`config.mk`:
```
export PLATFORM = sky130hd
export DESIGN_NAME = slb_skid_flat
export DESIGN_NICKNAME = d
export VERILOG_FILES = /design/src/hdl/status_led_color_breathe_macros.svh /design/src/hdl/slb_pkg.sv /design/src/hdl/slb_chan_if.sv /design/src/hdl/slb_skid.sv /design/src/flat_wrapper.sv
export SDC_FILE = /design/constraint.sdc
export NUM_CORES = 1
export LEC_CHECK = 0
export BUFFER_PORTS_ARGS = -buffer_cell sky130_fd_sc_hd__buf_4
export CAP_MARGIN = 30
export CORE_ASPECT_RATIO = 2
export CORE_UTILIZATION = 51
export DETAILED_ROUTE_END_ITERATION = 16
export PLACE_DENSITY = 0.78
export SLEW_MARGIN = 20
export SYNTH_ARGS = -nofsm -noshare
export SYNTH_HDL_FRONTEND = slang
export SYNTH_SLANG_ARGS = --single-unit
export TNS_END_PERCENT = 50
```
`constraint.sdc`:
```
create_clock -name clk -period 3.8 [get_ports clk]
set_clock_uncertainty 0.2 [all_clocks]
set_input_delay 0.19 -clock clk [delete_from_list [all_inputs] [get_ports clk]]
set_output_delay 0.19 -clock clk [all_outputs]
set_load 0.005 [all_outputs]
```
`src/hdl/status_led_color_breathe_macros.svh`:
```
// Assertion macros for the status LED block.
// Each macro expects clk and rst_n in scope and ends its own statement.
`ifndef STATUS_LED_COLOR_BREATHE_MACROS_SVH
`define STATUS_LED_COLOR_BREATHE_MACROS_SVH

`ifndef SYNTHESIS
`define SLB_ASSERT_NOW(lbl, ante, cons) \
  lbl: assert property (@(posedge clk) disable iff (!rst_n) (ante) |-> (cons)) \
    else $error("slb check failed");
`define SLB_ASSERT_NEXT(lbl, ante, cons) \
  lbl: assert property (@(posedge clk) disable iff (!rst_n) (ante) |=> (cons)) \
    else $error("slb check failed");
`else
`define SLB_ASSERT_NOW(lbl, ante, cons)
`define SLB_ASSERT_NEXT(lbl, ante, cons)
`endif

`endif

```
`src/hdl/slb_pkg.sv`:
```
package slb_pkg;

  localparam int MAX_SESSIONS  = 8;
  localparam int PACKED_SLOTS  = 8;
  localparam int SESSION_LIMIT = (MAX_SESSIONS < PACKED_SLOTS) ? MAX_SESSIONS : PACKED_SLOTS;

  localparam int CNT_W      = 4;
  localparam int STATES_W   = 16;
  localparam int TIME_W     = 32;
  localparam int PER_W      = 16;
  localparam int CH_W       = 8;
  localparam int TRI_W      = 13;   // 0..4096
  localparam int SCALE_W    = 13;   // Q1.12, at most 4096
  localparam int AMP_W      = 12;
  localparam int PROD_W     = AMP_W + TRI_W;
  localparam int CFG_IDX_W  = 2;
  localparam int CFG_DATA_W = 16;

  localparam int MOD_STEPS  = TIME_W;      // one remainder bit per stage
  localparam int TRI_STEPS  = TRI_W - 1;   // top quotient bit is set in the fold stage

  localparam logic [PER_W-1:0] PULSE_RESET   = 16'd1000;
  localparam logic [PER_W-1:0] BREATHE_RESET = 16'd3200;

  localparam logic [1:0] SESS_WORKING = 2'd1;
  localparam logic [1:0] SESS_WAITING = 2'd2;

  typedef enum logic [CFG_IDX_W-1:0] {
    REG_LED_ENABLE     = 2'd0,
    REG_PULSE_PERIOD   = 2'd1,
    REG_BREATHE_PERIOD = 2'd2
  } reg_idx_t;

  typedef enum logic [2:0] {
    MODE_OFF   = 3'd0,
    MODE_ERROR = 3'd1,
    MODE_WARN  = 3'd2,
    MODE_WAIT  = 3'd3,
    MODE_WORK  = 3'd4,
    MODE_IDLE  = 3'd5
  } mode_t;

  typedef struct packed {
    mode_t            mode;
    logic             short_per;
    logic [PER_W-1:0] period;
  } ctrl_t;

  typedef struct packed {
    logic [PER_W-1:0]  rem;
    logic [TIME_W-1:0] num;
    logic [TRI_W-1:0]  quo;
  } div_t;

  typedef struct packed {
    logic [CH_W-1:0] r;
    logic [CH_W-1:0] g;
    logic [CH_W-1:0] b;
  } rgb_t;

  typedef struct packed {
    logic drive;
    rgb_t rgb;
  } result_t;

  function automatic rgb_t mode_color(mode_t m);
    rgb_t c;
    case (m)
      MODE_ERROR: c = '{r: 8'd255, g: 8'd40,  b: 8'd40};
      MODE_WARN:  c = '{r: 8'd255, g: 8'd40,  b: 8'd40};
      MODE_WAIT:  c = '{r: 8'd46,  g: 8'd204, b: 8'd113};
      MODE_WORK:  c = '{r: 8'd255, g: 8'd159, b: 8'd28};
      MODE_IDLE:  c = '{r: 8'd40,  g: 8'd90,  b: 8'd160};
      default:    c = '{r: 8'd0,   g: 8'd0,   b: 8'd0};
    endcase
    return c;
  endfunction

  function automatic logic [SCALE_W-1:0] mode_base(mode_t m);
    logic [SCALE_W-1:0] v;
    case (m)
      MODE_ERROR: v = 13'd819;
      MODE_WARN:  v = 13'd3482;
      MODE_WAIT:  v = 13'd1024;
      MODE_WORK:  v = 13'd492;
      MODE_IDLE:  v = 13'd246;
      default:    v = 13'd0;
    endcase
    return v;
  endfunction

  function automatic logic [AMP_W-1:0] mode_amp(mode_t m);
    logic [AMP_W-1:0] v;
    case (m)
      MODE_ERROR: v = 12'd2458;
      MODE_WAIT:  v = 12'd3072;
      MODE_WORK:  v = 12'd1843;
      default:    v = 12'd0;
    endcase
    return v;
  endfunction

endpackage

```
`src/hdl/slb_chan_if.sv`:
```


interface slb_out_if;
  logic                     valid;
  logic                     ready;
  logic                     drive;
  logic [slb_pkg::CH_W-1:0] red;
  logic [slb_pkg::CH_W-1:0] green;
  logic [slb_pkg::CH_W-1:0] blue;

  modport source (
    output valid, drive, red, green, blue,
    input  ready
  );
  modport sink (
    input  valid, drive, red, green, blue,
    output ready
  );
endinterface

```
`src/hdl/slb_skid.sv`:
```
module slb_skid (
  input  logic             clk,
  input  logic             rst_n,
  input  logic             up_valid,
  input  slb_pkg::result_t up_data,
  output logic             up_ready,
  slb_out_if.source        out_ch
);
  import slb_pkg::*;

  logic    out_v_r;
  logic    skid_v_r;
  result_t out_d_r;
  result_t skid_d_r;
  logic    out_free;

  assign out_free = out_ch.ready || !out_v_r;
  assign up_ready = !skid_v_r;

  always_ff @(posedge clk) begin
    if (!rst_n) begin
      out_v_r  <= 1'b0;
      skid_v_r <= 1'b0;
    end else if (out_free) begin
      out_v_r  <= skid_v_r || up_valid;
      skid_v_r <= 1'b0;
    end else if (up_valid && !skid_v_r) begin
      skid_v_r <= 1'b1;
    end
  end

  always_ff @(posedge clk) begin
    if (out_free) begin
      out_d_r <= skid_v_r ? skid_d_r : up_data;
    end
    if (!skid_v_r && !out_free) begin
      skid_d_r <= up_data;
    end
  end

  assign out_ch.valid = out_v_r;
  assign out_ch.drive = out_d_r.drive;
  assign out_ch.red   = out_d_r.rgb.r;
  assign out_ch.green = out_d_r.rgb.g;
  assign out_ch.blue  = out_d_r.rgb.b;

endmodule
```
`src/flat_wrapper.sv`:
```
// flat-port wrapper written by rule: the top's interface ports become plain ports
module slb_skid_flat import slb_pkg::*;
  (clk, rst_n, up_valid, up_data, up_ready, out_ch_valid, out_ch_drive, out_ch_red, out_ch_green, out_ch_blue, out_ch_ready);
  slb_out_if out_ch_i ();
  input  logic clk;
  input  logic rst_n;
  input  logic up_valid;
  input  slb_pkg::result_t up_data;
  output logic up_ready;
  output wire logic [$bits(out_ch_i.valid)-1:0] out_ch_valid;
  output wire logic [$bits(out_ch_i.drive)-1:0] out_ch_drive;
  output wire logic [$bits(out_ch_i.red)-1:0] out_ch_red;
  output wire logic [$bits(out_ch_i.green)-1:0] out_ch_green;
  output wire logic [$bits(out_ch_i.blue)-1:0] out_ch_blue;
  input wire logic [$bits(out_ch_i.ready)-1:0] out_ch_ready;
  assign out_ch_valid = out_ch_i.valid;
  assign out_ch_drive = out_ch_i.drive;
  assign out_ch_red = out_ch_i.red;
  assign out_ch_green = out_ch_i.green;
  assign out_ch_blue = out_ch_i.blue;
  assign out_ch_i.ready = out_ch_ready;
  slb_skid u_core (.clk(clk), .rst_n(rst_n), .up_valid(up_valid), .up_data(up_data), .up_ready(up_ready), .out_ch(out_ch_i));
endmodule
```
Word-level counts from Yosys, hierarchy flattened. Index checks and enable logic that the tools add are counted.

Bits in registers: 52. Input bits: 29. Output and inout port bits: 27. Word-level logic and storage cells: 20.

Muxes and demuxes: 1. Bitwise gates (word level): 1. Reduce and logical (&&, ||, !) cells: 8.

Operator list (count): 25-bit 2-to-1 mux (1); 1-bit zero test (3); 1-bit logical AND (2); 1-bit logical OR (2); 2-bit OR reduction (1); 1-bit NOT (1).

Depth between registers and ports, before layout. Gate-level depths: netlist (run 1).

Depth in word-level cells: 4. Mapped depth: 4. Gate-level depth less buffers: 2.

Least setup slack after synthesis (run 1). OpenSTA, ideal clock, no wires.

Path type: register to register. Start: register u_core.out_v_r, in the netlist u_core.out_ch.valid. End: register u_core.skid_d_r[0] in the netlist's numbering (enable). Library setup time: 407 ps. Data arrival time: 2120 ps. Path slack: 1073 ps. Cell stages (with the launch flop): 3. Buffers on the path: 0. Cell sequence: dfxtp_1 > nand2b_1 > nor2_1.

Longest elaborated chain between the ends: 4.

Ends and longest elaborated chain: start: declaration (RTL line slb_skid.sv:11) `logic out_v_r;`; start signal: assignment (RTL line slb_skid.sv:25) `out_v_r <= skid_v_r || up_valid;`; 1-bit zero test (RTL line slb_skid.sv:17) `assign out_free = out_ch.ready || !out_v_r;`; 1-bit logical OR (RTL line slb_skid.sv:17); via u_core.out_free (RTL line slb_skid.sv:15) `logic out_free;`; 1-bit zero test (RTL line slb_skid.sv:36) `if (!skid_v_r && !out_free) begin`; 1-bit logical AND (RTL line slb_skid.sv:36); end signal: assignment (RTL line slb_skid.sv:37) `skid_d_r <= up_data;`; end: declaration (RTL line slb_skid.sv:14) `result_t skid_d_r;`.

The timed path passes the listed nets, and every way through them passes these cells. A chain may end at the register's enable or synchronous reset.

Worst setup path in the final report (run 1).
Start: register u_core.out_v_r, in the netlist u_core.out_ch.valid. End: register u_core.skid_d_r[3] in the netlist's numbering (enable).

Same word-level chain as after synthesis.

==> metrics.yaml, run 1 <==
synthFlopType: "edfxtp_1"
dieHeight_um: 90.08
ys_ff_latch: 52
synthDistinctLibCells: 12
fin_crit_sh: 0.4801
drtIter0Drc: 19
fp.coreArea_sq_um: 3646
seq_area_frac_synth: 0.7793
gr-total-overflow: 0
fin_area_sq_um: 2771
post-route-min-period_ps: 1824
grt_pass1_wl_um: 5119
tritoncts: "built"
layout-drive-gt1-share: 0.5314
rsz0062_at_grt: "false"
post-cts-setup-buffer-count: 0
clock_sinks: 52
synth_cells: 86
worstSetupStartpointType: "flop"
start_util: 0.5426
io_buffers: 55
hold_viol_final: 0
h-tree-depth: 2
path_common_cell: "buf_4"
num_rows: 31
timing.hold.ws_ps: 10.76
slew_viol_final: 0
pre_cts_slack_ps: 1944
critPathBufInv: 2
crit_required_ps: 3590
die_w_um: 46.04
place_congestion: 0.7345
total_power_mw: 1.086
powerDensity_nw_per_um2: 391.9
fin_util: 0.7601
leakage_nw: 1.090
vias: 1046
peakVddDrop_mv: 0.2909
syn-mean-instance-area_sq_um: 23.00
finalWorstSetupSlack_ps: 1976
dp_hpwl_um: 2117
setup_tns_ps: 0
grt_max_degree: 29
drtPass1Iterations: 4
path_max_fanout: 19
dp_cells: 190
drt-total-wl_um: 3266
maxCapViolCount: 0
critPathMaxStageDelay_ps: 350
cpLargestDelayFamily: "buffers and inverters"
yosysWarningCount: 0
setup_viol: 0
crit_path_top_delay_cell: "dfxtp_1"
wl_per_cell_um: 14.58
syn-num-nets: 115
vias_per_cell: 4.670
grt_usage: 0.1742
ios: 56
min_path_type: "in2reg"
place_area_sq_um: 2427
synth.area.top_cells: "edfxtp_1, mux2_4, mux2_2, buf_12, dfxtp_1"
synthToLayoutAreaGrowth_pct: 40.10
drc: 0
synth_area_sq_um: 1978
path_cells: "nand2b_1 -> buf_4 -> nor2_2 -> buf_4"
cp.arrival_ps: 1610
slew_headroom: 0.4494
nNetsFinal: 203
final_cells: 224
synthArstFlopShare: 0
tightest_slew_ps: 826.0
clock_path_buffers: 2
synth_commonest_cells: "edfxtp_1, mux2_4, mux2_2"
yosys.cell_count.top_type: "edfxtp_1"
synth_edf_count: 50
ant_nets: 0
antenna_found_initial: 0
end_kind: "flop"
clock-root-buffer: "clkbuf_8"
diodes: 0
cts_buffers: 5
die-area_sq_um: 4147
clk_latency_ps: 290
fmax_ghz: 0.5481
path_clk_slew_ps: 80
yosysTopAreaCellShare: 0.7590
yosysTopAreaCell: "edfxtp_1"
setup.worst_path.class: "reg2reg"
first_global_vias: 1138
status: "completed"
==> final cells by class <==
cell class	count	area [sq um]
clock buffers	6	72.57
clock inverters	2	11.26
fillers	248	874.6
inverters	1	3.754
multi-input cells	30	384.1
flip-flops and latches	52	1543
well taps	49	61.31
repair buffers	84	695.7
==> state kept, by name (all words and copies together) (netlist names) <==
register / cells
u_core.out_ch.blue: 8
u_core.out_ch.red: 8
u_core.out_ch.green: 8
u_core.out_ch.valid: 1
u_core.skid_v_r: 1
u_core.out_ch.drive: 1
u_core.skid_d_r: 25
==> worst reg2reg max path, stage by stage, from the launching register on <==
cell and delay, ps:
dfxtp_1 350, nand2b_1 260, buf_4 330, nor2_2 140
buf_4 240
==> metal layers <==
layer | track usage | up-vias | part of all wire
li1 | - | 508 | -
met1 | 0.2076 | 496 | 0.38
met2 | 0.2911 | 40 | 0.57
met3 | 0.03815 | 2 | 0.041
met4 | 0.06618 | 0 | 0.0098
met5 | 0 | - | 0
==> placed cells by master (no fill, tap or decap), types with 2 or more instances in the layout <==
cell	instances
buf_4	58
edfxtp_1	50
dlygate4sd3_1	26
mux2_4	17
mux2_2	8
clkbuf_8	5
nor2_2	2
==> worst paths after layout <==
path	start	to	slack (ps)	cells past startpoint
worst max-delay path	u_core.out_ch.valid	u_core.skid_d_r[3]	1980	4
worst min-delay path	up_valid	u_core.out_ch.valid	10	3
worst max register to register	u_core.out_ch.valid	u_core.skid_d_r[3]	1980	4
worst min register to register	u_core.skid_d_r[15]	u_core.out_ch.green[7]	350	1
==> where the power goes <==
| group | switching (mW) | leakage [nW] | internal (mW) | total, mW |
|---|---|---|---|---|
| Combinational | 0.0383 | 0.546 | 0.0827 | 0.121 |
| Sequential | 0.0119 | 0.506 | 0.665 | 0.676 |
| Clock | 0.161 | 0.0388 | 0.128 | 0.289 |
| Total | 0.211 | 1.09 | 0.875 | 1.09 |
==> cell families after synthesis <==
group	after synthesis	share of synthesized area
compound gates	1	0.003796
buf+inv	4	0.02783
flops	52	0.7793
mux	25	0.1746
simple gates	4	0.01455
==> timing repair <==
action	CTS	global route
hold buffers	26	0
endpoints found under the hold margin	28	0
resized for setup	0	0
setup endpoints to repair	0	0
(Power assumes the default switching activity.)
==> inputs of run 2 (changes only) <==
clock period = 1.7 ns   (was 3.8 ns; I/O delays follow)
==> metrics.yaml, run 2 (synthesized netlist as in run 1, its figures left out) <==
status: "completed"
clk_latency_ps: 300
leakage_nw: 1.160
final_cells: 228
clock-root-buffer: "clkbuf_8"
first_global_vias: 1212
fmax_ghz: 0.6605
regMostFlops: "u_core.skid_d_r"
vias_per_cell: 4.846
start_util: 0.5426
slew_headroom: 0.7902
pwr-share-clk: 0.383
rsz0062_at_grt: "false"
fp.coreArea_sq_um: 3646
total_power_mw: 2.915
post-route-min-period_ps: 1514
grt_usage: 0.1990
min_path_type: "in2reg"
cp.arrival_ps: 1310
dieHeight_um: 90.08
setup_tns_ps: 0
final_common_cell: "buf_4"
post-cts-setup-buffer-count: 0
die-area_sq_um: 4147
gr-total-overflow: 0
power_frac_seq: 0.518
internal-power_mw: 2.414
fill_cells: 234
synthToLayoutAreaGrowth_pct: 47.56
setup_viol: 0
peakVddDrop_mv: 1.058
vias: 1105
crit_required_ps: 1500
drtPass1Iterations: 2
tritoncts: "built"
drc: 0
share_comb_of_total_power: 0.099
p_sw_frac: 0.1717
layout_common_cells: "buf_4, edfxtp_1, dlygate4sd3_1"
io_buffers: 55
cts_buffers: 5
drt-total-wl_um: 3595
drtIter0Drc: 20
grt_pass1_wl_um: 5692
dp_hpwl_um: 2291
path_clk_slew_ps: 90
setup.worst_path.class: "in2reg"
end_kind: "flop"
largest_reg_flops: 25
die_w_um: 46.04
switching_power_mw: 0.5005
wl_per_cell_um: 15.77
worstSetupStartpointType: "primary input"
fin_crit_sh: 0.8906
layout-drive-gt1-share: 0.5475
hold_viol_final: 0
maxCapViolCount: 0
diodes: 0
grt_max_degree: 21
tightest_slew_ps: 314.7
ios: 56
slew_viol_final: 0
antenna_found_initial: 0
clock_sinks: 52
h-tree-depth: 2
powerDensity_nw_per_um2: 998.5
ant_nets: 0
nNetsFinal: 207
clock_path_buffers: 2
dp_cells: 192
post_cts_resized: 0
place_congestion: 0.7418
num_rows: 31
path_max_fanout: 14
==> run 2: cell types whose count changed in the layout (fill, tap and decap cells not counted), sizes merged <==
cell         before  now
buf              58   60
bufinv            0    3
clkbuf            6    5
clkinv            1    0
clkinvlp          1    0
dlygate4sd3      26   28
==> run 2: critical path, stage by stage <==
cell	delay [ps]
dlygate4sd3_1	530
buf_4	130
nand2b_4	200
nor2_4	130
buf_4	230
==> run 2: layer usage <==
metal  vias up  global-route usage  share of wire
met1       541              0.2403           0.39
met4         0              0.1054          0.030
met5         -                   0              0
met3         9             0.04217          0.040
li1        516                   -              -
met2        39              0.3169           0.54
==> run 2: worst paths after layout <==
kind,end,cells after the start,slack (ps),startpoint
worst min register to register,u_core.out_ch.blue[3],1,360,u_core.skid_d_r[3]
worst max-delay path,u_core.skid_d_r[7],5,190,out_ch_ready
worst max register to register,u_core.out_ch.red[7],2,200,u_core.skid_v_r
worst min-delay path,u_core.skid_d_r[20],2,310,up_data[20]
==> run 2: layout make-up <==
cell class	instances	area, sq um	share of cell area
Clock inverter	3	90.09	0.03086
Multi-Input combinational cell	30	396.6	0.1359
Sequential cell	52	1543	0.5285
Tap cell	49	61.31	0.02100
Timing Repair Buffer	88	755.7	0.2589
Inverter	1	3.754	0.001286
Clock buffer	5	68.82	0.02357
==> run 2: stage by stage <==
stage	util	cell area [sq um]	setup slack, ps	hold WS, ps
after floorplan	-	1993	65.77	-16.13
after CTS	0.8006	2919	191.0	302.4
after global placement	0.6802	2480	231.9	73.49
after detailed placement	0.6802	2480	199.2	74.27
after global routing	0.8006	2919	136.9	298.4
final	0.8006	2919	186.0	308.9
==> run 2: repair_timing <==
| action | 4_1_cts | 5_1_grt |
|---|---|---|
| endpoints found under the hold margin | 56 | 0 |
| setup endpoints to repair | 0 | 0 |
| hold buffers | 28 | 0 |
==> run 2: power groups by stage <==
stage | clock, mW | sequential [mW] | combinational (mW)
5_1_grt | 1.18 | 1.52 | 0.311
3_3_place_gp | 0 | 1.54 | 0.228
4_1_cts | 1.14 | 1.51 | 0.291
3_5_place_dp | 0 | 1.54 | 0.238
2_1_floorplan | 0 | 1.54 | 0.0826
6_report | 1.12 | 1.51 | 0.289
==> inputs of run 3 (changes only) <==
RECOVER_POWER = 25   (was default)
==> metrics.yaml, run 3 (synthesized netlist as in run 1, its figures left out) <==
num_rows: 31
timing.hold.ws_ps: 326.5
rsz0062_at_grt: "false"
drtIter0Drc: 19
clock_sinks: 52
start_util: 0.5426
crit_path_top_delay_cell: "dlygate4sd3_1"
layout-drive-gt1-share: 0.5028
dieHeight_um: 90.08
regMostFlops: "u_core.skid_d_r"
layout_common_cells: "edfxtp_1, buf_4, dlygate4sd3_1"
path_clk_slew_ps: 90
ant_nets: 0
holdPathStages: 2
peakVddDrop_mv: 1.054
slew_headroom: 0.7884
fmax_ghz: 0.6615
crit_required_ps: 1500
setup_viol: 0
h-tree-depth: 2
maxCapViolCount: 0
grt_usage: 0.1990
vias_per_cell: 4.829
die_w_um: 46.04
pwr-share-clk: 0.384
slew_viol_final: 0
path_max_fanout: 14
clock_path_buffers: 2
hold_viol_final: 0
status: "completed"
end_kind: "flop"
nNetsFinal: 207
fill_cells: 244
critPathMaxStageDelay_ps: 530
setup.worst_path.class: "in2reg"
place_congestion: 0.7418
drtPass1Iterations: 2
fin_crit_sh: 0.8893
largest_reg_flops: 25
first_global_vias: 1212
grt_max_degree: 21
wl_per_cell_um: 15.66
clock-root-buffer: "clkbuf_8"
drt-total-wl_um: 3571
tritoncts: "built"
post-route-min-period_ps: 1512
leakage_nw: 1.127
p_sw_frac: 0.1718
worstSetupStartpointType: "primary input"
tightest_slew_ps: 317.4
path_cells: "dlygate4sd3_1 -> clkbuf_4 -> nand2b_4 -> nor2_4 -> buf_4"
fp.coreArea_sq_um: 3646
share_comb_of_total_power: 0.096
dp_hpwl_um: 2291
diodes: 0
drc: 0
powerDensity_nw_per_um2: 1005
io_buffers: 55
clk_latency_ps: 300
grt_pass1_wl_um: 5692
cts_buffers: 5
switching_power_mw: 0.4987
vias: 1101
die-area_sq_um: 4147
min_path_type: "in2reg"
reg2reg_depth: 2
cp.arrival_ps: 1310
power_frac_seq: 0.520
synthToLayoutAreaGrowth_pct: 46.05
post_cts_resized: 0
final_common_cell: "edfxtp_1"
ios: 56
antenna_found_initial: 0
setup_tns_ps: 0
internal-power_mw: 2.404
gr-total-overflow: 0
-- run 3: power groups by stage --
stage	Clock, mW	Combinational (mW)	Sequential [mW]
2_1_floorplan	0	0.0826	1.54
3_3_place_gp	0	0.228	1.54
3_5_place_dp	0	0.238	1.54
4_1_cts	1.14	0.291	1.51
5_1_grt	1.18	0.300	1.52
6_report	1.12	0.279	1.51
-- run 3: repair_timing --
| item | CTS | global route |
|---|---|---|
| buffers inserted | 0 | 0 |
| hold buffers | 28 | 0 |
| endpoints found under the hold margin | 56 | 0 |
-- run 3: critical path: cells and delay by family --
family,cells,cell delay (ps)
buffers and inverters,3,890
and+or+nand+nor,2,330
-- run 3: layer usage --
| layer | up-vias | part of all wire | track usage |
|---|---|---|---|
| li1 | 516 | - | - |
| met4 | 0 | 0.030 | 0.1054 |
| met3 | 9 | 0.039 | 0.04217 |
| met2 | 39 | 0.54 | 0.3169 |
| met5 | - | 0 | 0 |
| met1 | 537 | 0.39 | 0.2403 |
-- run 3: through the flow --
step | setup slack, ps | utilization | power (mW) | instance area, sq um | std cells
2_1_floorplan | 65.77 | - | 1.622 | 1993 | 86
3_5_place_dp | 199.2 | 0.6802 | 1.777 | 2480 | 192
6_report | 188.2 | 0.7924 | 2.903 | 2889 | 228
4_1_cts | 191.0 | 0.8006 | 2.942 | 2919 | 228
5_1_grt | 136.9 | 0.7924 | 3.000 | 2889 | 228
3_3_place_gp | 231.9 | 0.6802 | 1.764 | 2480 | 192
-- run 3: worst paths after layout --
kind                                         start                    end  slack, ps
worst max-delay path                  out_ch_ready     u_core.skid_d_r[7]        190
worst min-delay path                   up_data[20]    u_core.skid_d_r[20]        330
worst max register to register     u_core.skid_v_r   u_core.out_ch.red[7]        200
worst min register to register  u_core.skid_d_r[3]  u_core.out_ch.blue[3]        360
-- run 3: final cells by class --
type | count | area (sq um) | share of cell area
timing repair buffer | 88 | 725.7 | 0.2512
tap | 49 | 61.31 | 0.02122
multi-input combinational | 30 | 396.6 | 0.1373
sequential | 52 | 1543 | 0.5340
clock inverter | 3 | 90.09 | 0.03118
inverter | 1 | 3.754 | 0.001299
clock buffer | 5 | 68.82 | 0.02382
