[config.mk]
export PLATFORM = sky130hd
export DESIGN_NAME = slb_front_flat
export DESIGN_NICKNAME = d
export VERILOG_FILES = /design/src/hdl/status_led_color_breathe_macros.svh /design/src/hdl/slb_pkg.sv /design/src/hdl/slb_chan_if.sv /design/src/hdl/slb_front.sv /design/src/flat_wrapper.sv
export SDC_FILE = /design/constraint.sdc
export NUM_CORES = 1
export LEC_CHECK = 0
export BUFFER_PORTS_ARGS = -buffer_cell sky130_fd_sc_hd__buf_4
export CAP_MARGIN = 5
export CELL_PAD_IN_SITES_DETAIL_PLACEMENT = 1
export CELL_PAD_IN_SITES_GLOBAL_PLACEMENT = 2
export CORE_ASPECT_RATIO = 0.5
export CORE_MARGIN = 2
export CORE_UTILIZATION = 22
export CTS_CLUSTER_DIAMETER = 120
export DETAILED_ROUTE_END_ITERATION = 8
export GPL_TIMING_DRIVEN = 0
export PLACE_DENSITY = 0.73
export SLEW_MARGIN = 10
export SYNTH_ARGS = -nofsm -noshare
export SYNTH_HDL_FRONTEND = slang
export SYNTH_SLANG_ARGS = --single-unit
[constraint.sdc]
create_clock -name clk -period 2.12 [get_ports clk]
set_input_delay 0.212 -clock clk [delete_from_list [all_inputs] [get_ports clk]]
set_output_delay 0.212 -clock clk [all_outputs]
set_load 0.05 [all_outputs]
[src/hdl/status_led_color_breathe_macros.svh]
// Assertion macros for the status LED block.
// Each macro expects clk and rst_n in scope and ends its own statement.
`ifndef STATUS_LED_COLOR_BREATHE_MACROS_SVH
`define STATUS_LED_COLOR_BREATHE_MACROS_SVH

`ifndef SYNTHESIS
`define SLB_ASSERT_NOW(lbl, ante, cons) \
  lbl: assert property (@(posedge clk) disable iff (!rst_n) (ante) |-> (cons)) \
    else $error("slb check failed");
`define SLB_ASSERT_NEXT(lbl, ante, cons) \
  lbl: assert property (@(posedge clk) disable iff (!rst_n) (ante) |=> (cons)) \
    else $error("slb check failed");
`else
`define SLB_ASSERT_NOW(lbl, ante, cons)
`define SLB_ASSERT_NEXT(lbl, ante, cons)
`endif

`endif

[src/hdl/slb_pkg.sv]
package slb_pkg;

  localparam int MAX_SESSIONS  = 8;
  localparam int PACKED_SLOTS  = 8;
  localparam int SESSION_LIMIT = (MAX_SESSIONS < PACKED_SLOTS) ? MAX_SESSIONS : PACKED_SLOTS;

  localparam int CNT_W      = 4;
  localparam int STATES_W   = 16;
  localparam int TIME_W     = 32;
  localparam int PER_W      = 16;
  localparam int CH_W       = 8;
  localparam int TRI_W      = 13;   // 0..4096
  localparam int SCALE_W    = 13;   // Q1.12, at most 4096
  localparam int AMP_W      = 12;
  localparam int PROD_W     = AMP_W + TRI_W;
  localparam int CFG_IDX_W  = 2;
  localparam int CFG_DATA_W = 16;

  localparam int MOD_STEPS  = TIME_W;      // one remainder bit per stage
  localparam int TRI_STEPS  = TRI_W - 1;   // top quotient bit is set in the fold stage

  localparam logic [PER_W-1:0] PULSE_RESET   = 16'd1000;
  localparam logic [PER_W-1:0] BREATHE_RESET = 16'd3200;

  localparam logic [1:0] SESS_WORKING = 2'd1;
  localparam logic [1:0] SESS_WAITING = 2'd2;

  typedef enum logic [CFG_IDX_W-1:0] {
    REG_LED_ENABLE     = 2'd0,
    REG_PULSE_PERIOD   = 2'd1,
    REG_BREATHE_PERIOD = 2'd2
  } reg_idx_t;

  typedef enum logic [2:0] {
    MODE_OFF   = 3'd0,
    MODE_ERROR = 3'd1,
    MODE_WARN  = 3'd2,
    MODE_WAIT  = 3'd3,
    MODE_WORK  = 3'd4,
    MODE_IDLE  = 3'd5
  } mode_t;

  typedef struct packed {
    mode_t            mode;
    logic             short_per;
    logic [PER_W-1:0] period;
  } ctrl_t;

  typedef struct packed {
    logic [PER_W-1:0]  rem;
    logic [TIME_W-1:0] num;
    logic [TRI_W-1:0]  quo;
  } div_t;

  typedef struct packed {
    logic [CH_W-1:0] r;
    logic [CH_W-1:0] g;
    logic [CH_W-1:0] b;
  } rgb_t;

  typedef struct packed {
    logic drive;
    rgb_t rgb;
  } result_t;

  function automatic rgb_t mode_color(mode_t m);
    rgb_t c;
    case (m)
      MODE_ERROR: c = '{r: 8'd255, g: 8'd40,  b: 8'd40};
      MODE_WARN:  c = '{r: 8'd255, g: 8'd40,  b: 8'd40};
      MODE_WAIT:  c = '{r: 8'd46,  g: 8'd204, b: 8'd113};
      MODE_WORK:  c = '{r: 8'd255, g: 8'd159, b: 8'd28};
      MODE_IDLE:  c = '{r: 8'd40,  g: 8'd90,  b: 8'd160};
      default:    c = '{r: 8'd0,   g: 8'd0,   b: 8'd0};
    endcase
    return c;
  endfunction

  function automatic logic [SCALE_W-1:0] mode_base(mode_t m);
    logic [SCALE_W-1:0] v;
    case (m)
      MODE_ERROR: v = 13'd819;
      MODE_WARN:  v = 13'd3482;
      MODE_WAIT:  v = 13'd1024;
      MODE_WORK:  v = 13'd492;
      MODE_IDLE:  v = 13'd246;
      default:    v = 13'd0;
    endcase
    return v;
  endfunction

  function automatic logic [AMP_W-1:0] mode_amp(mode_t m);
    logic [AMP_W-1:0] v;
    case (m)
      MODE_ERROR: v = 12'd2458;
      MODE_WAIT:  v = 12'd3072;
      MODE_WORK:  v = 12'd1843;
      default:    v = 12'd0;
    endcase
    return v;
  endfunction

endpackage

[src/hdl/slb_chan_if.sv]
interface slb_in_if;
  logic                          valid;
  logic                          ready;
  logic                          link_up;
  logic                          host_error;
  logic                          near_limit;
  logic [slb_pkg::CNT_W-1:0]     session_count;
  logic [slb_pkg::STATES_W-1:0]  session_states;
  logic [slb_pkg::TIME_W-1:0]    now_ms;

  modport source (
    output valid, link_up, host_error, near_limit, session_count, session_states, now_ms,
    input  ready
  );
  modport sink (
    input  valid, link_up, host_error, near_limit, session_count, session_states, now_ms,
    output ready
  );
endinterface


[src/hdl/slb_front.sv]
module slb_front (
  input  logic                      clk,
  input  logic                      rst_n,
  input  logic                      adv,
  input  logic                      led_enable,
  input  logic [slb_pkg::PER_W-1:0] pulse_period,
  input  logic [slb_pkg::PER_W-1:0] breathe_period,
  slb_in_if.sink                    in_ch,
  output logic                      v_out,
  output slb_pkg::ctrl_t            ctrl_out,
  output slb_pkg::div_t             div_out
);
  import slb_pkg::*;

  logic             v_r;
  ctrl_t            ctrl_r;
  div_t             div_r;
  ctrl_t            ctrl_nxt;
  logic [CNT_W-1:0] cnt_sat;
  logic             waiting;
  logic             working;
  logic [1:0]       st;

  assign in_ch.ready = adv;

  always_comb begin
    cnt_sat = (in_ch.session_count > CNT_W'(SESSION_LIMIT)) ?
              CNT_W'(SESSION_LIMIT) : in_ch.session_count;
    waiting = 1'b0;
    working = 1'b0;
    st      = 2'd0;
    for (int i = 0; i < PACKED_SLOTS; i++) begin
      st = in_ch.session_states[2*i +: 2];
      if (CNT_W'(i) < cnt_sat) begin
        if (st == SESS_WAITING) waiting = 1'b1;
        if (st == SESS_WORKING) working = 1'b1;
      end
    end
  end

  always_comb begin
    if (!led_enable)                           ctrl_nxt.mode = MODE_OFF;
    else if (!in_ch.link_up || in_ch.host_error) ctrl_nxt.mode = MODE_ERROR;
    else if (in_ch.near_limit)                 ctrl_nxt.mode = MODE_WARN;
    else if (waiting)                          ctrl_nxt.mode = MODE_WAIT;
    else if (working)                          ctrl_nxt.mode = MODE_WORK;
    else                                       ctrl_nxt.mode = MODE_IDLE;
    ctrl_nxt.period    = (ctrl_nxt.mode == MODE_WORK) ? breathe_period : pulse_period;
    ctrl_nxt.short_per = (ctrl_nxt.period < 16'd2);
  end

  always_ff @(posedge clk) begin
    if (!rst_n) begin
      v_r <= 1'b0;
    end else if (adv) begin
      v_r <= in_ch.valid;
    end
  end

  always_ff @(posedge clk) begin
    if (adv) begin
      ctrl_r    <= ctrl_nxt;
      div_r.rem <= '0;
      div_r.num <= in_ch.now_ms;
      div_r.quo <= '0;
    end
  end

  assign v_out    = v_r;
  assign ctrl_out = ctrl_r;
  assign div_out  = div_r;

endmodule

[src/flat_wrapper.sv]
// flat-port wrapper written by rule: the top's interface ports become plain ports
module slb_front_flat import slb_pkg::*;
  (clk, rst_n, adv, led_enable, pulse_period, breathe_period, v_out, ctrl_out, div_out, in_ch_valid, in_ch_link_up, in_ch_host_error, in_ch_near_limit, in_ch_session_count, in_ch_session_states, in_ch_now_ms, in_ch_ready);
  slb_in_if in_ch_i ();
  input  logic clk;
  input  logic rst_n;
  input  logic adv;
  input  logic led_enable;
  input  logic [slb_pkg::PER_W-1:0] pulse_period;
  input  logic [slb_pkg::PER_W-1:0] breathe_period;
  output logic v_out;
  output slb_pkg::ctrl_t ctrl_out;
  output slb_pkg::div_t div_out;
  input wire logic [$bits(in_ch_i.valid)-1:0] in_ch_valid;
  input wire logic [$bits(in_ch_i.link_up)-1:0] in_ch_link_up;
  input wire logic [$bits(in_ch_i.host_error)-1:0] in_ch_host_error;
  input wire logic [$bits(in_ch_i.near_limit)-1:0] in_ch_near_limit;
  input wire logic [$bits(in_ch_i.session_count)-1:0] in_ch_session_count;
  input wire logic [$bits(in_ch_i.session_states)-1:0] in_ch_session_states;
  input wire logic [$bits(in_ch_i.now_ms)-1:0] in_ch_now_ms;
  output wire logic [$bits(in_ch_i.ready)-1:0] in_ch_ready;
  assign in_ch_i.valid = in_ch_valid;
  assign in_ch_i.link_up = in_ch_link_up;
  assign in_ch_i.host_error = in_ch_host_error;
  assign in_ch_i.near_limit = in_ch_near_limit;
  assign in_ch_i.session_count = in_ch_session_count;
  assign in_ch_i.session_states = in_ch_session_states;
  assign in_ch_i.now_ms = in_ch_now_ms;
  assign in_ch_ready = in_ch_i.ready;
  slb_front u_core (.clk(clk), .rst_n(rst_n), .adv(adv), .led_enable(led_enable), .pulse_period(pulse_period), .breathe_period(breathe_period), .in_ch(in_ch_i), .v_out(v_out), .ctrl_out(ctrl_out), .div_out(div_out));
endmodule
== After elaboration in Yosys (flattened, before gate mapping) ==
Cells that the tools add are included.
Storage, ports and cells
  flip-flop bits (word level): 53
  input port bits: 92
  word-level logic and storage cells: 73
Operators by class
  order comparisons: 10
  equal/unequal tests: 17
  muxes and demuxes: 39
  reduce and logical (&&, ||, !) cells: 2
Operators by type and width (count)
  1-bit 2-to-1 mux: 33
  2-bit by 1-bit == test with 1-bit output, second input constant: 8
  2-bit == test, second input constant: 8
  16-bit by 2-bit less-than comparator with 1-bit output, second input constant: 1
  3-bit by 4-bit less-than comparator with 1-bit output, first input constant: 4
  16-bit 2-to-1 mux: 1
  3-bit 2-to-1 mux: 4
  1-bit by 4-bit less-than comparator with 1-bit output, first input constant: 2
  2-bit by 4-bit less-than comparator with 1-bit output, first input constant: 2
  4-bit greater-than comparator, second input constant: 1
  4-bit 2-to-1 mux: 1
  3-bit == test, second input constant: 1
  1-bit zero test: 1
  1-bit logical OR: 1

== Longest topological paths before layout ==
Gate-level depths: netlist (run 1).
  depth after elaboration: 26
  depth in mapped cells: 8

== Worst setup path after synthesis (run 1) ==
OpenSTA, ideal clock, no wires.
  path type: input to register
  start point: input port in_ch_session_count[3]
  end point: register u_core.ctrl_r (netlist bit u_core.ctrl_out[10]) (data pin)
  arrival: 1.793 ns
  data required time: 1.860 ns
  setup slack: 0.067 ns
  cell stages on the path: 8
  path buffers: 2
  cell sequence: buf_4 nor4_4 nor3b_1 a2111oi_2 nand4_1 nand3_4 buf_6 mux2_4
RTL lines
  start: declaration: line flat_wrapper.sv:18  | input wire logic [$bits(in_ch_i.session_count)-1:0] in_ch_session_count;
  end signal: assignment: line slb_front.sv:62  | ctrl_r <= ctrl_nxt;
  end: declaration: line slb_front.sv:16  | ctrl_t ctrl_r;

==> results of run 1 <==
path summary, 6_finish.rpt:
check                          from  depth (start not counted)             endpoint
min reg2reg            u_core.v_out                          2         u_core.v_out
max reg2reg            u_core.v_out                          2         u_core.v_out
min                in_ch_now_ms[27]                          1   u_core.div_out[40]
max          in_ch_session_count[0]                          8  u_core.ctrl_out[13]
power by group:
group,internal [uW],leakage [uW],switching (uW)
clock,560,0.0000810,351
sequential,1240,0.000516,24.0
combinational,290,0.00121,542
total,2090,0.00181,916
per-stage QoR:
stage               area (sq um)  TNS, ns  hold WS [ns]  cells
floorplan                   2570        0         0.311    189
global placement            3820    -1.63         0.391    476
detailed placement          3820    -2.10         0.391    476
CTS                         3990        0        0.0890    484
global route                4000        0        0.0837    486
finish                      4000        0        0.0974    486
placed cells by master (no fill, tap or decap), types with 2 or more instances in the layout:
cell type / synthesis / routed
mux2_4: 9 / 9
nor4_1: 6 / 6
edfxtp_1: 52 / 52
inv_1: 3 / 3
or3b_1: 2 / 2
buf_4: 32 / 176
buf_6: 2 / 2
mux2i_1: 2 / 2
conb_1: 1 / 29
a31oi_1: 2 / 2
o32ai_1: 2 / 2
nand2_1: 4 / 4
mux2_2: 7 / 7
nor3b_1: 3 / 3
nor2_1: 3 / 3
clkbuf_16: 0 / 5
nor3_1: 4 / 4
or3b_2: 2 / 2
nand4_1: 4 / 4
nor2b_1: 7 / 7
logic make-up (layout without fill, tap and decap cells):
family                 count (synthesis)  count (layout)  synth area share [%]
buffers and inverters                 37             189                  11.1
AO/OA/AOI/OAI                         11              11                  3.55
multiplexers                          18              18                  9.49
flip-flops                            53              53                  64.2
AND/OR/NAND/NOR                       41              41                  11.5
other                                  1              29                 0.152
registers in the layout, indices dropped and copies added (netlist names):
signal           flops
u_core.div_out      32
u_core.v_out         1
u_core.ctrl_out     20
worst max-delay path, stage by stage:
cell       delay (ns)
buf_4            0.14
a211oi_1         0.34
nor3b_1          0.12
a2111oi_2        0.25
nand4_1          0.24
nand3_4          0.16
buf_6            0.19
mux2_4           0.32
metal layers:
| layer | track usage, % | vias to the layer above | part of all wire, % |
|---|---|---|---|
| met1 | 12.5 | 894 | 40 |
| met5 | 0 | - | 0 |
| met2 | 20.0 | 89 | 52 |
| met3 | 1.69 | 12 | 6.1 |
| met4 | 4.31 | 0 | 1.9 |
| li1 | - | 906 | - |
what timing repair did:
action	4_1_cts	5_1_grt
hold buffers	0	0
setup buffers	0	2
endpoints found under the setup margin	0	9
cell type report:
| type | count | area share [%] |
|---|---|---|
| sequential | 53 | 39.5 |
| clock inverter | 2 | 0.970 |
| multi-input combinational | 99 | 17.9 |
| timing repair buffer | 144 | 27.0 |
| buffer | 34 | 6.57 |
| inverter | 3 | 0.282 |
| clock buffer | 6 | 3.22 |
| tap | 145 | 4.54 |
==> impl_metrics.csv, run 1 <==
group,metric,value,unit
timing,rsz0062_at_grt,"false",
yosys,synth_commonest_cells,"edfxtp_1 (52), buf_4 (32), mux2_4 (9), mux2_2 (7), nor2b_1 (7)",
layout,final_nets,432,
yosys,ys_async_sr_fraction,0,%
cts,cts_inserted_buffers,5,
yosys,syn_avg_cell_area,15.3,sq um
outcome,status,"finished, final reports clean",
min_path,hold_path_class,"in2reg",
cts,clk_pin_slew_worst_paths,0.07,ns
worst_setup_path,r2r_slack,1.52,ns
global_route,grt_pass1_vias,2012,
timing,finalCritPeriodShare,91.2,%
yosys,synth_most_common_cell,"edfxtp_1",
global_route,grt_max_degree,55,
timing,fmax,517,MHz
detailed_routing,num_vias,1901,
cts,clock_tree.root_cell,"clkbuf_16",
timing,hold_viol,0,
run,maxCapViolations,0,
yosys,synth-main-ff-cell,"edfxtp_1",
worst_setup_path,cp.required,2.15,ns
floorplanning,rows,27,
cts,cts_resized,0,
worst_setup_path,worst_setup_path_end_kind,"flop",
layout,fin_util,36.5,%
timing,fin_crit,1.93,ns
worst_setup_path,worstPathArrival,1.97,ns
global_route,grt_use_total,10.7,%
timing,slew_violations,0,
place,dpl_worst_slack,-0.212,ns
yosys,synth_edf_count,52,
yosys,synth_top_area_share,63.4,%
yosys,synth_top_cell_by_area,"edfxtp_1",
detailed_routing,routed_via_density,3.91,
worst_setup_path,cp_max_fo,10,
place,dp_hpwl,5670,um
detailed_routing,routedWlPerCell,14.2,um
floorplanning,dieArea,12100,sq um
cts,clk_path_buf_depth,2,
layout,diodes,0,
yosys,synthTopCellsByArea,"edfxtp_1 (63%), buf_4 (9.7%), mux2_4 (5.5%)",
cts,cts_max_level,2,
timing,setup_slack,0.187,ns
global_route,grt_antenna_before_repair,0,
worst_setup_path,start_kind,"input port",
layout,nFillCells,1216,
timing,clock_skew,0,ns
yosys,ys_seq_area_share,64.2,%
detailed_routing,drt_pass1_iterations,4,
layout,register_area,1580,sq um
floorplanning,die_w,154,um
power,vdd_drop_max,0.000313,V
yosys,syn_area,2460,sq um
floorplanning,initial_core_util,22.5,%
power,power_density,752,nW/um^2
timing,slew_headroom,53.6,%
floorplanning,dieHeight,78.8,um
timing,worst_pin_slew,0.696,ns
yosys,yosysWarnings,0,
worst_setup_path,criticalPathCategory,"in2reg",
global_route,gr-total-overflow,0,
power,p_total,3010,uW
cts,worstSkewPairLatency,0.29,ns
detailed_routing,drc,0,
power,leakagePower,0.00181,uW
global_route,grt_pass1_wl,10400,um
layout,drive_gt1_share,60.7,%
layout,multi_input_area,714,sq um
timing,finalSetupViolations,0,
place,gp_routability_congestion,0.758,
layout,area_delta_synth_final,62.3,%
detailed_routing,ant_nets,0,
detailed_routing,drt_wl_total,6900,um
cts,cts_sinks,53,
detailed_routing,drt-initial-drc-count,39,
floorplanning,core,10900,sq um
place,portBuffers,142,
yosys,syn_inst,161,
yosys,yosysUniqueCellTypes,33,
floorplanning,ios,175,
cts,cts_tree,"built",
yosys,yosys_register_bits,53,
Note: power is estimated with default switching activity, not from simulation.
==> run 2, diff against run 1 <==
--- a/config.mk
+++ b/config.mk
@@ -5,17 +5,17 @@
 export SDC_FILE = /design/constraint.sdc
 export NUM_CORES = 1
 export LEC_CHECK = 0
-export BUFFER_PORTS_ARGS = -buffer_cell sky130_fd_sc_hd__buf_4
 export CAP_MARGIN = 5
 export CELL_PAD_IN_SITES_DETAIL_PLACEMENT = 1
 export CELL_PAD_IN_SITES_GLOBAL_PLACEMENT = 2
 export CORE_ASPECT_RATIO = 0.5
 export CORE_MARGIN = 2
-export CORE_UTILIZATION = 22
+export CORE_UTILIZATION = 33
 export CTS_CLUSTER_DIAMETER = 120
 export DETAILED_ROUTE_END_ITERATION = 8
+export DONT_BUFFER_PORTS = 1
 export GPL_TIMING_DRIVEN = 0
-export PLACE_DENSITY = 0.73
+export PLACE_DENSITY = 0.71
 export SLEW_MARGIN = 10
 export SYNTH_ARGS = -nofsm -noshare
 export SYNTH_HDL_FRONTEND = slang
==> run 2 against run 1 <==
Effect of this change:
- worst hold slack got worse by 0.077 ns
- flip-flop and latch count did not move
- via count fell by 30%
- largest cell class unchanged
==> impl_metrics.csv, run 2 (synthesis results as in run 1) <==
group,metric,value,unit
worst_setup_path,worst_setup_path_end_kind,"flop",
worst_setup_path,reg2reg_from,"u_core.v_out",
cts,cts_tree,"built",
cts,cts_max_level,2,
detailed_routing,top_layer,"met4",
power,power_frac_seq,60.3,%
global_route,grt_pass1_wl,7520,um
worst_setup_path,cp_max_fo,10,
floorplanning,die_w,126,um
min_path,holdPathEnd,"u_core.div_out[14]",
detailed_routing,wl_met3,609,um
layout,mostFrequentLayoutCells,"edfxtp_1 (52), buf_4 (35), conb_1 (29), mux2_4 (9)",
detailed_routing,drt_wl_total,5230,um
place,dp_hpwl,4270,um
worst_setup_path,r2r_end,"u_core.v_out",
layout,drive_gt1_share,33.0,%
timing,worst_pin_slew,0.506,ns
cts,post_cts_buffers,0,
power,switchingPower,822,uW
detailed_routing,dr_wl_met2,2630,um
cts,clk_path_buf_depth,2,
power,pwr-share-clk,29.9,%
cts,clk_pin_slew_worst_paths,0.06,ns
cts,cts_inserted_buffers,5,
detailed_routing,num_vias,1340,
power,intPower,1780,uW
worst_setup_path,worstRegToRegCells,2,
min_path,hold_path_class,"in2reg",
detailed_routing,drc,0,
floorplanning,initial_core_util,33.8,%
layout,register_area,1580,sq um
layout,final_nets,291,
layout,area_delta_synth_final,15.8,%
worst_setup_path,r2r_slack,1.17,ns
power,leakagePower,0.00112,uW
global_route,grt_antenna_before_repair,0,
global_route,gr-total-overflow,0,
worst_setup_path,worstPathArrival,1.98,ns
timing,finalSetupViolations,0,
cts,holdBufCountCts,0,
worst_setup_path,cp.required,2.15,ns
global_route,grt_use_total,11.9,%
floorplanning,dieArea,8220,sq um
layout,fin_cells,296,
floorplanning,core,7290,sq um
detailed_routing,drt-initial-drc-count,52,
cts,worstSkewPairLatency,0.28,ns
timing,hold_viol,0,
worst_setup_path,worstPathCellList,"buf_4 -> nor4_4 -> nor3b_1 -> a2111oi_2 -> nand4_1 -> nand3_4 -> buf_6 -> mux2_4",
floorplanning,dieHeight,65.1,um
detailed_routing,routedWlPerCell,17.7,um
floorplanning,ios,175,
timing,slew_violations,0,
timing,fin_crit,1.94,ns
detailed_routing,drt_pass1_iterations,4,
worst_setup_path,cpPeakStageDelay,0.32,ns
global_route,grt_pass1_vias,1349,
worst_setup_path,critPathTopFamily,"simple AND/OR/NAND/NOR gates",
cts,clock_tree.root_cell,"clkbuf_16",
timing,clock_skew,0,ns
detailed_routing,ant_nets,0,
worst_setup_path,cpMaxStageDelayCell,"mux2_4",
layout,multi_input_area,714,sq um
layout,final_common_cell,"edfxtp_1",
power,power_frac_comb,9.8,%
place,gp_routability_congestion,0.723,
outcome,status,"finished, final reports clean",
power,swShare,31.6,%
global_route,grt_max_degree,55,
timing,slew_headroom,66.2,%
cts,cts_sinks,53,
worst_setup_path,start_kind,"input port",
layout,nFillCells,763,
min_path,hold_depth,0,
worst_setup_path,path_buf_inv,2,
run,maxCapViolations,0,
timing,rsz0062_at_grt,"false",
detailed_routing,met1_length,1920,um
detailed_routing,routed_via_density,4.53,
power,p_total,2600,uW
timing,fmax,515,MHz
layout,largest_reg_flops,32,
layout,diodes,0,
power,power_density,912,nW/um^2
cts,cts_resized,0,
min_path,worstHoldStart,"in_ch_now_ms[1]",
floorplanning,rows,22,
worst_setup_path,criticalPathCategory,"in2reg",
timing,finalCritPeriodShare,91.6,%
place,dp.cells,285,
power,vdd_drop_max,0.000336,V
place,portBuffers,0,
==> run 2: worst register-to-register path: cells and delay by family, from the launching register on <==
| kind | cells | cell delay (ns) |
|---|---|---|
| muxes | 1 | 0.13 |
| DFF | 1 | 0.64 |
| and+or+nand+nor | 1 | 0.12 |
==> run 2: routing by layer <==
layer | vias to the layer above | track usage [%]
met4 | 0 | 4.12
li1 | 625 | -
met3 | 5 | 5.78
met1 | 625 | 12.3
met5 | - | 0
met2 | 85 | 21.4
==> run 2: final cells by class <==
cell class / instances / share of cell area [%]
plain buffers: 34 / 9.20
clock buffers: 6 / 4.51
clock inverters: 2 / 0.482
inverters: 3 / 0.394
multi-input cells: 99 / 25.0
flip-flops and latches: 53 / 55.4
well taps: 96 / 4.21
repair buffers: 3 / 0.789
==> run 2: worst max path at each step <==
stage                                 startpoint                   to  slack, ns  depth (start not counted)
after CTS                 in_ch_session_count[3]  u_core.ctrl_out[11]       0.08                          8
after floorplan           in_ch_session_count[3]  u_core.ctrl_out[10]       0.07                          8
after global routing      in_ch_session_count[3]  u_core.ctrl_out[10]       0.02                          8
after global placement    in_ch_session_count[3]  u_core.ctrl_out[10]      -0.18                          8
final                     in_ch_session_count[3]  u_core.ctrl_out[10]       0.18                          8
after detailed placement  in_ch_session_count[3]  u_core.ctrl_out[10]      -0.22                          8
==> run 2: per-stage QoR <==
step	setup slack (ns)	area, sq um	hold slack [ns]	utilization (%)	setup TNS (ns)
after floorplan	0.0666	2570	0.311	-	0
after global placement	-0.179	2690	0.311	36.9	-1.57
after detailed placement	-0.219	2690	0.311	36.9	-2.29
after CTS	0.0826	2830	0.0113	38.8	0
after global routing	0.0221	2860	0.00570	39.1	0
final	0.178	2860	0.0200	39.1	0
==> run 2: power by group through the flow <==
stage               Combinational, uW  Clock [uW]  Sequential [uW]
floorplan                         239           0             1580
global placement                  250           0             1590
detailed placement                253           0             1600
CTS                               253         808             1570
global route                      271         844             1580
finish                            256         778             1570
==> run 3, diff against run 2 <==
--- a/config.mk
+++ b/config.mk
@@ -5,17 +5,18 @@
 export SDC_FILE = /design/constraint.sdc
 export NUM_CORES = 1
 export LEC_CHECK = 0
+export ABC_AREA = 1
 export CAP_MARGIN = 5
 export CELL_PAD_IN_SITES_DETAIL_PLACEMENT = 1
 export CELL_PAD_IN_SITES_GLOBAL_PLACEMENT = 2
 export CORE_ASPECT_RATIO = 0.5
 export CORE_MARGIN = 2
-export CORE_UTILIZATION = 33
+export CORE_UTILIZATION = 30
 export CTS_CLUSTER_DIAMETER = 120
 export DETAILED_ROUTE_END_ITERATION = 8
 export DONT_BUFFER_PORTS = 1
 export GPL_TIMING_DRIVEN = 0
-export PLACE_DENSITY = 0.71
+export PLACE_DENSITY = 0.7
 export SLEW_MARGIN = 10
 export SYNTH_ARGS = -nofsm -noshare
 export SYNTH_HDL_FRONTEND = slang
==> run 3 against run 2 <==
Effect of this change:
- clock power hardly changed
- final cell count grew 49%
- flip-flop and latch count unchanged
- wire length up 24%
- largest power group unchanged
- highest routed layer unchanged
==> impl_metrics.csv, run 3 <==
group,metric,value,unit
outcome,status,"finished, final reports clean",
power,leakagePower,0.00154,uW
min_path,hold_path_class,"in2reg",
yosys,synthTopCellsByArea,"edfxtp_1 (57%), nand2_1 (9.3%), inv_1 (8.8%)",
worst_setup_path,cpPeakStageDelay,0.19,ns
cts,cts_resized,0,
global_route,gr-total-overflow,0,
yosys,synth_fa_ha_area_share,0,%
floorplanning,dieHeight,71.5,um
floorplanning,rows,24,
yosys,synth_xor_area_share,0,%
layout,fin_cells,440,
detailed_routing,wl_met3,613,um
detailed_routing,ant_nets,0,
power,power_frac_comb,11.7,%
floorplanning,die_w,139,um
cts,cts_sinks,53,
layout,mostFrequentLayoutCells,"nand2_1 (68), inv_1 (64), edfxtp_1 (52), buf_4 (30), conb_1 (29)",
yosys,synth-main-ff-cell,"edfxtp_1",
timing,hold_viol,0,
detailed_routing,num_vias,1849,
run,maxCapViolations,0,
yosys,synth-simple-area-share,22.6,%
timing,setup_slack,0.607,ns
layout,final_nets,414,
worst_setup_path,crit_start,"in_ch_session_count[2]",
yosys,synth_commonest_cells,"nand2_1 (68), inv_1 (64), edfxtp_1 (52), buf_4 (30), nor2_1 (21)",
timing,worst_pin_slew,0.508,ns
worst_setup_path,cpMostUsedCell,"nand2_1",
power,vdd_drop_max,0.000517,V
cts,clk_path_buf_depth,2,
yosys,synth_most_common_cell,"nand2_1",
place,placed_cell_area,2990,sq um
layout,diodes,0,
layout,nFillCells,1015,
floorplanning,dieArea,9940,sq um
detailed_routing,drc,0,
timing,finalSetupViolations,0,
timing,slew_violations,0,
layout,design_area,3130,sq um
min_path,worstHoldStart,"in_ch_now_ms[8]",
yosys,synth_top_cell_by_area,"edfxtp_1",
timing,fin_crit,1.51,ns
timing,clock_skew,0,ns
detailed_routing,met1_length,2640,um
yosys,yosysWarnings,0,
cts,cts_inserted_buffers,5,
layout,final_common_cell,"nand2_1",
timing,tns,0,ns
global_route,grt_pass1_vias,1929,
global_route,grt_use_total,12.8,%
power,intPower,1780,uW
place,dp.cells,432,
worst_setup_path,reg2reg_from,"u_core.v_out",
yosys,synth_mux_area_share,0,%
yosys,synth_edf_count,52,
cts,cts_max_level,2,
global_route,grt_antenna_before_repair,0,
worst_setup_path,worstPathCellList,"nor2_2 -> nand2_1 -> nand2_1 -> nand2_1 -> nor2_2 -> nand2_2 -> nand4_4 -> buf_6 -> nand2_1 -> nand2_1 -> nand2_1 -> nor2_1 -> nand2_1 -> nor2_1",
timing,finalCritPeriodShare,71.4,%
power,power_frac_seq,59.0,%
detailed_routing,top_layer,"met4",
worst_setup_path,worstPathArrival,1.66,ns
detailed_routing,drt_pass1_iterations,4,
yosys,syn_inst,287,
yosys,syn_avg_cell_area,9.53,sq um
worst_setup_path,start_kind,"input port",
power,switchingPower,888,uW
yosys,ys_seq_area_share,57.8,%
power,power_density,852,nW/um^2
yosys,yosys_register_bits,53,
yosys,ys_async_sr_fraction,0,%
yosys,synth-compound-area-share,0.915,%
cts,post_cts_buffers,0,
timing,fmax,661,MHz
floorplanning,initial_core_util,31.2,%
cts,clock_tree.root_cell,"clkbuf_16",
worst_setup_path,cpMaxStageDelayCell,"nand4_4",
place,dpl_worst_slack,0.246,ns
timing,slew_headroom,66.2,%
detailed_routing,drt-initial-drc-count,40,
global_route,grt_max_degree,56,
layout,fin_util,35.7,%
layout,drive_gt1_share,18.6,%
worst_setup_path,cp_max_fo,10,
cts,cts_tree,"built",
yosys,syn_area,2740,sq um
yosys,synth_top_area_share,57.1,%
place,portBuffers,0,
cts,holdBufCountCts,0,
timing,rsz0062_at_grt,"false",
worst_setup_path,worst_setup_path_end_kind,"flop",
power,pwr-share-clk,29.3,%
yosys,synth_top_family_by_area,"simple AND/OR/NAND/NOR gates",
detailed_routing,routed_via_density,4.20,
yosys,yosysUniqueCellTypes,22,
layout,area_delta_synth_final,14.5,%
detailed_routing,dr_wl_met2,3180,um
place,gp_routability_congestion,0.727,
power,swShare,33.3,%
worst_setup_path,criticalPathCategory,"in2reg",
global_route,grt_pass1_wl,9980,um
detailed_routing,routedWlPerCell,14.7,um
cts,worstSkewPairLatency,0.28,ns
floorplanning,core,8770,sq um
detailed_routing,drt_wl_total,6480,um
place,dp_hpwl,5270,um
layout,largest_reg_flops,32,
worst_setup_path,cp.required,2.27,ns
cts,clk_pin_slew_worst_paths,0.07,ns
floorplanning,ios,175,
run 3: cell count changes in the layout (fill, tap and decap cells not counted), sizes merged, moves of 4 or more:
cell	previous run	this run
mux2	16	0
nor2	3	28
nor2b	7	0
nand3	1	8
inv	4	66
nor3	5	1
nand4	4	15
nand2	4	75
nor4	7	0
or3b	4	0
run 3: power groups by stage:
stage                     clock network (uW)  registers, uW  logic [uW]
after CTS                                809           1580         313
after floorplan                            0           1580         280
after detailed placement                   0           1600         312
after global placement                     0           1590         307
final                                    781           1570         313
after global routing                     854           1580         346
run 3: kinds of logic (layout without fill, tap and decap cells):
group           Yosys count  in the layout
flops                    53             53
other cells               1             29
simple gates            128            128
compound gates            5              5
buf+inv                 100            108
run 3: worst max-delay path: cells and delay by family:
kind,cells,cell delay (ns)
AND/OR/NAND/NOR,13,1.28
buffers and inverters,1,0.17
run 3: final timing paths:
check	slack [ns]	endpoint	cells after the start
hold reg to reg	0.79	u_core.v_out	2
setup / recovery	0.61	u_core.ctrl_out[16]	14
setup reg to reg	1.13	u_core.v_out	2
hold / removal	0.02	u_core.div_out[21]	0
run 3: area by class of cell:
class,instances,area (sq um),area share (%)
plain buffers,34,258,8.23
clock inverters,2,15.0,0.480
multi-input cells,162,753,24.1
well taps,117,146,4.68
clock buffers,6,129,4.12
flip-flops and latches,53,1580,50.5
inverters,66,248,7.91
run 3: layer usage:
| metal | vias to the layer above | GRT usage (%) |
|---|---|---|
| met5 | - | 0 |
| met4 | 0 | 2.92 |
| met3 | 4 | 5.08 |
| met2 | 105 | 22.2 |
| met1 | 839 | 15.2 |
| li1 | 901 | - |
run 3: stage by stage:
step / hold WS (ns) / power, uW
after global placement: 0.311 / 1900
after detailed placement: 0.311 / 1910
after CTS: 0.0121 / 2700
after floorplan: 0.305 / 1860
after global routing: 0.00552 / 2780
final: 0.0191 / 2670
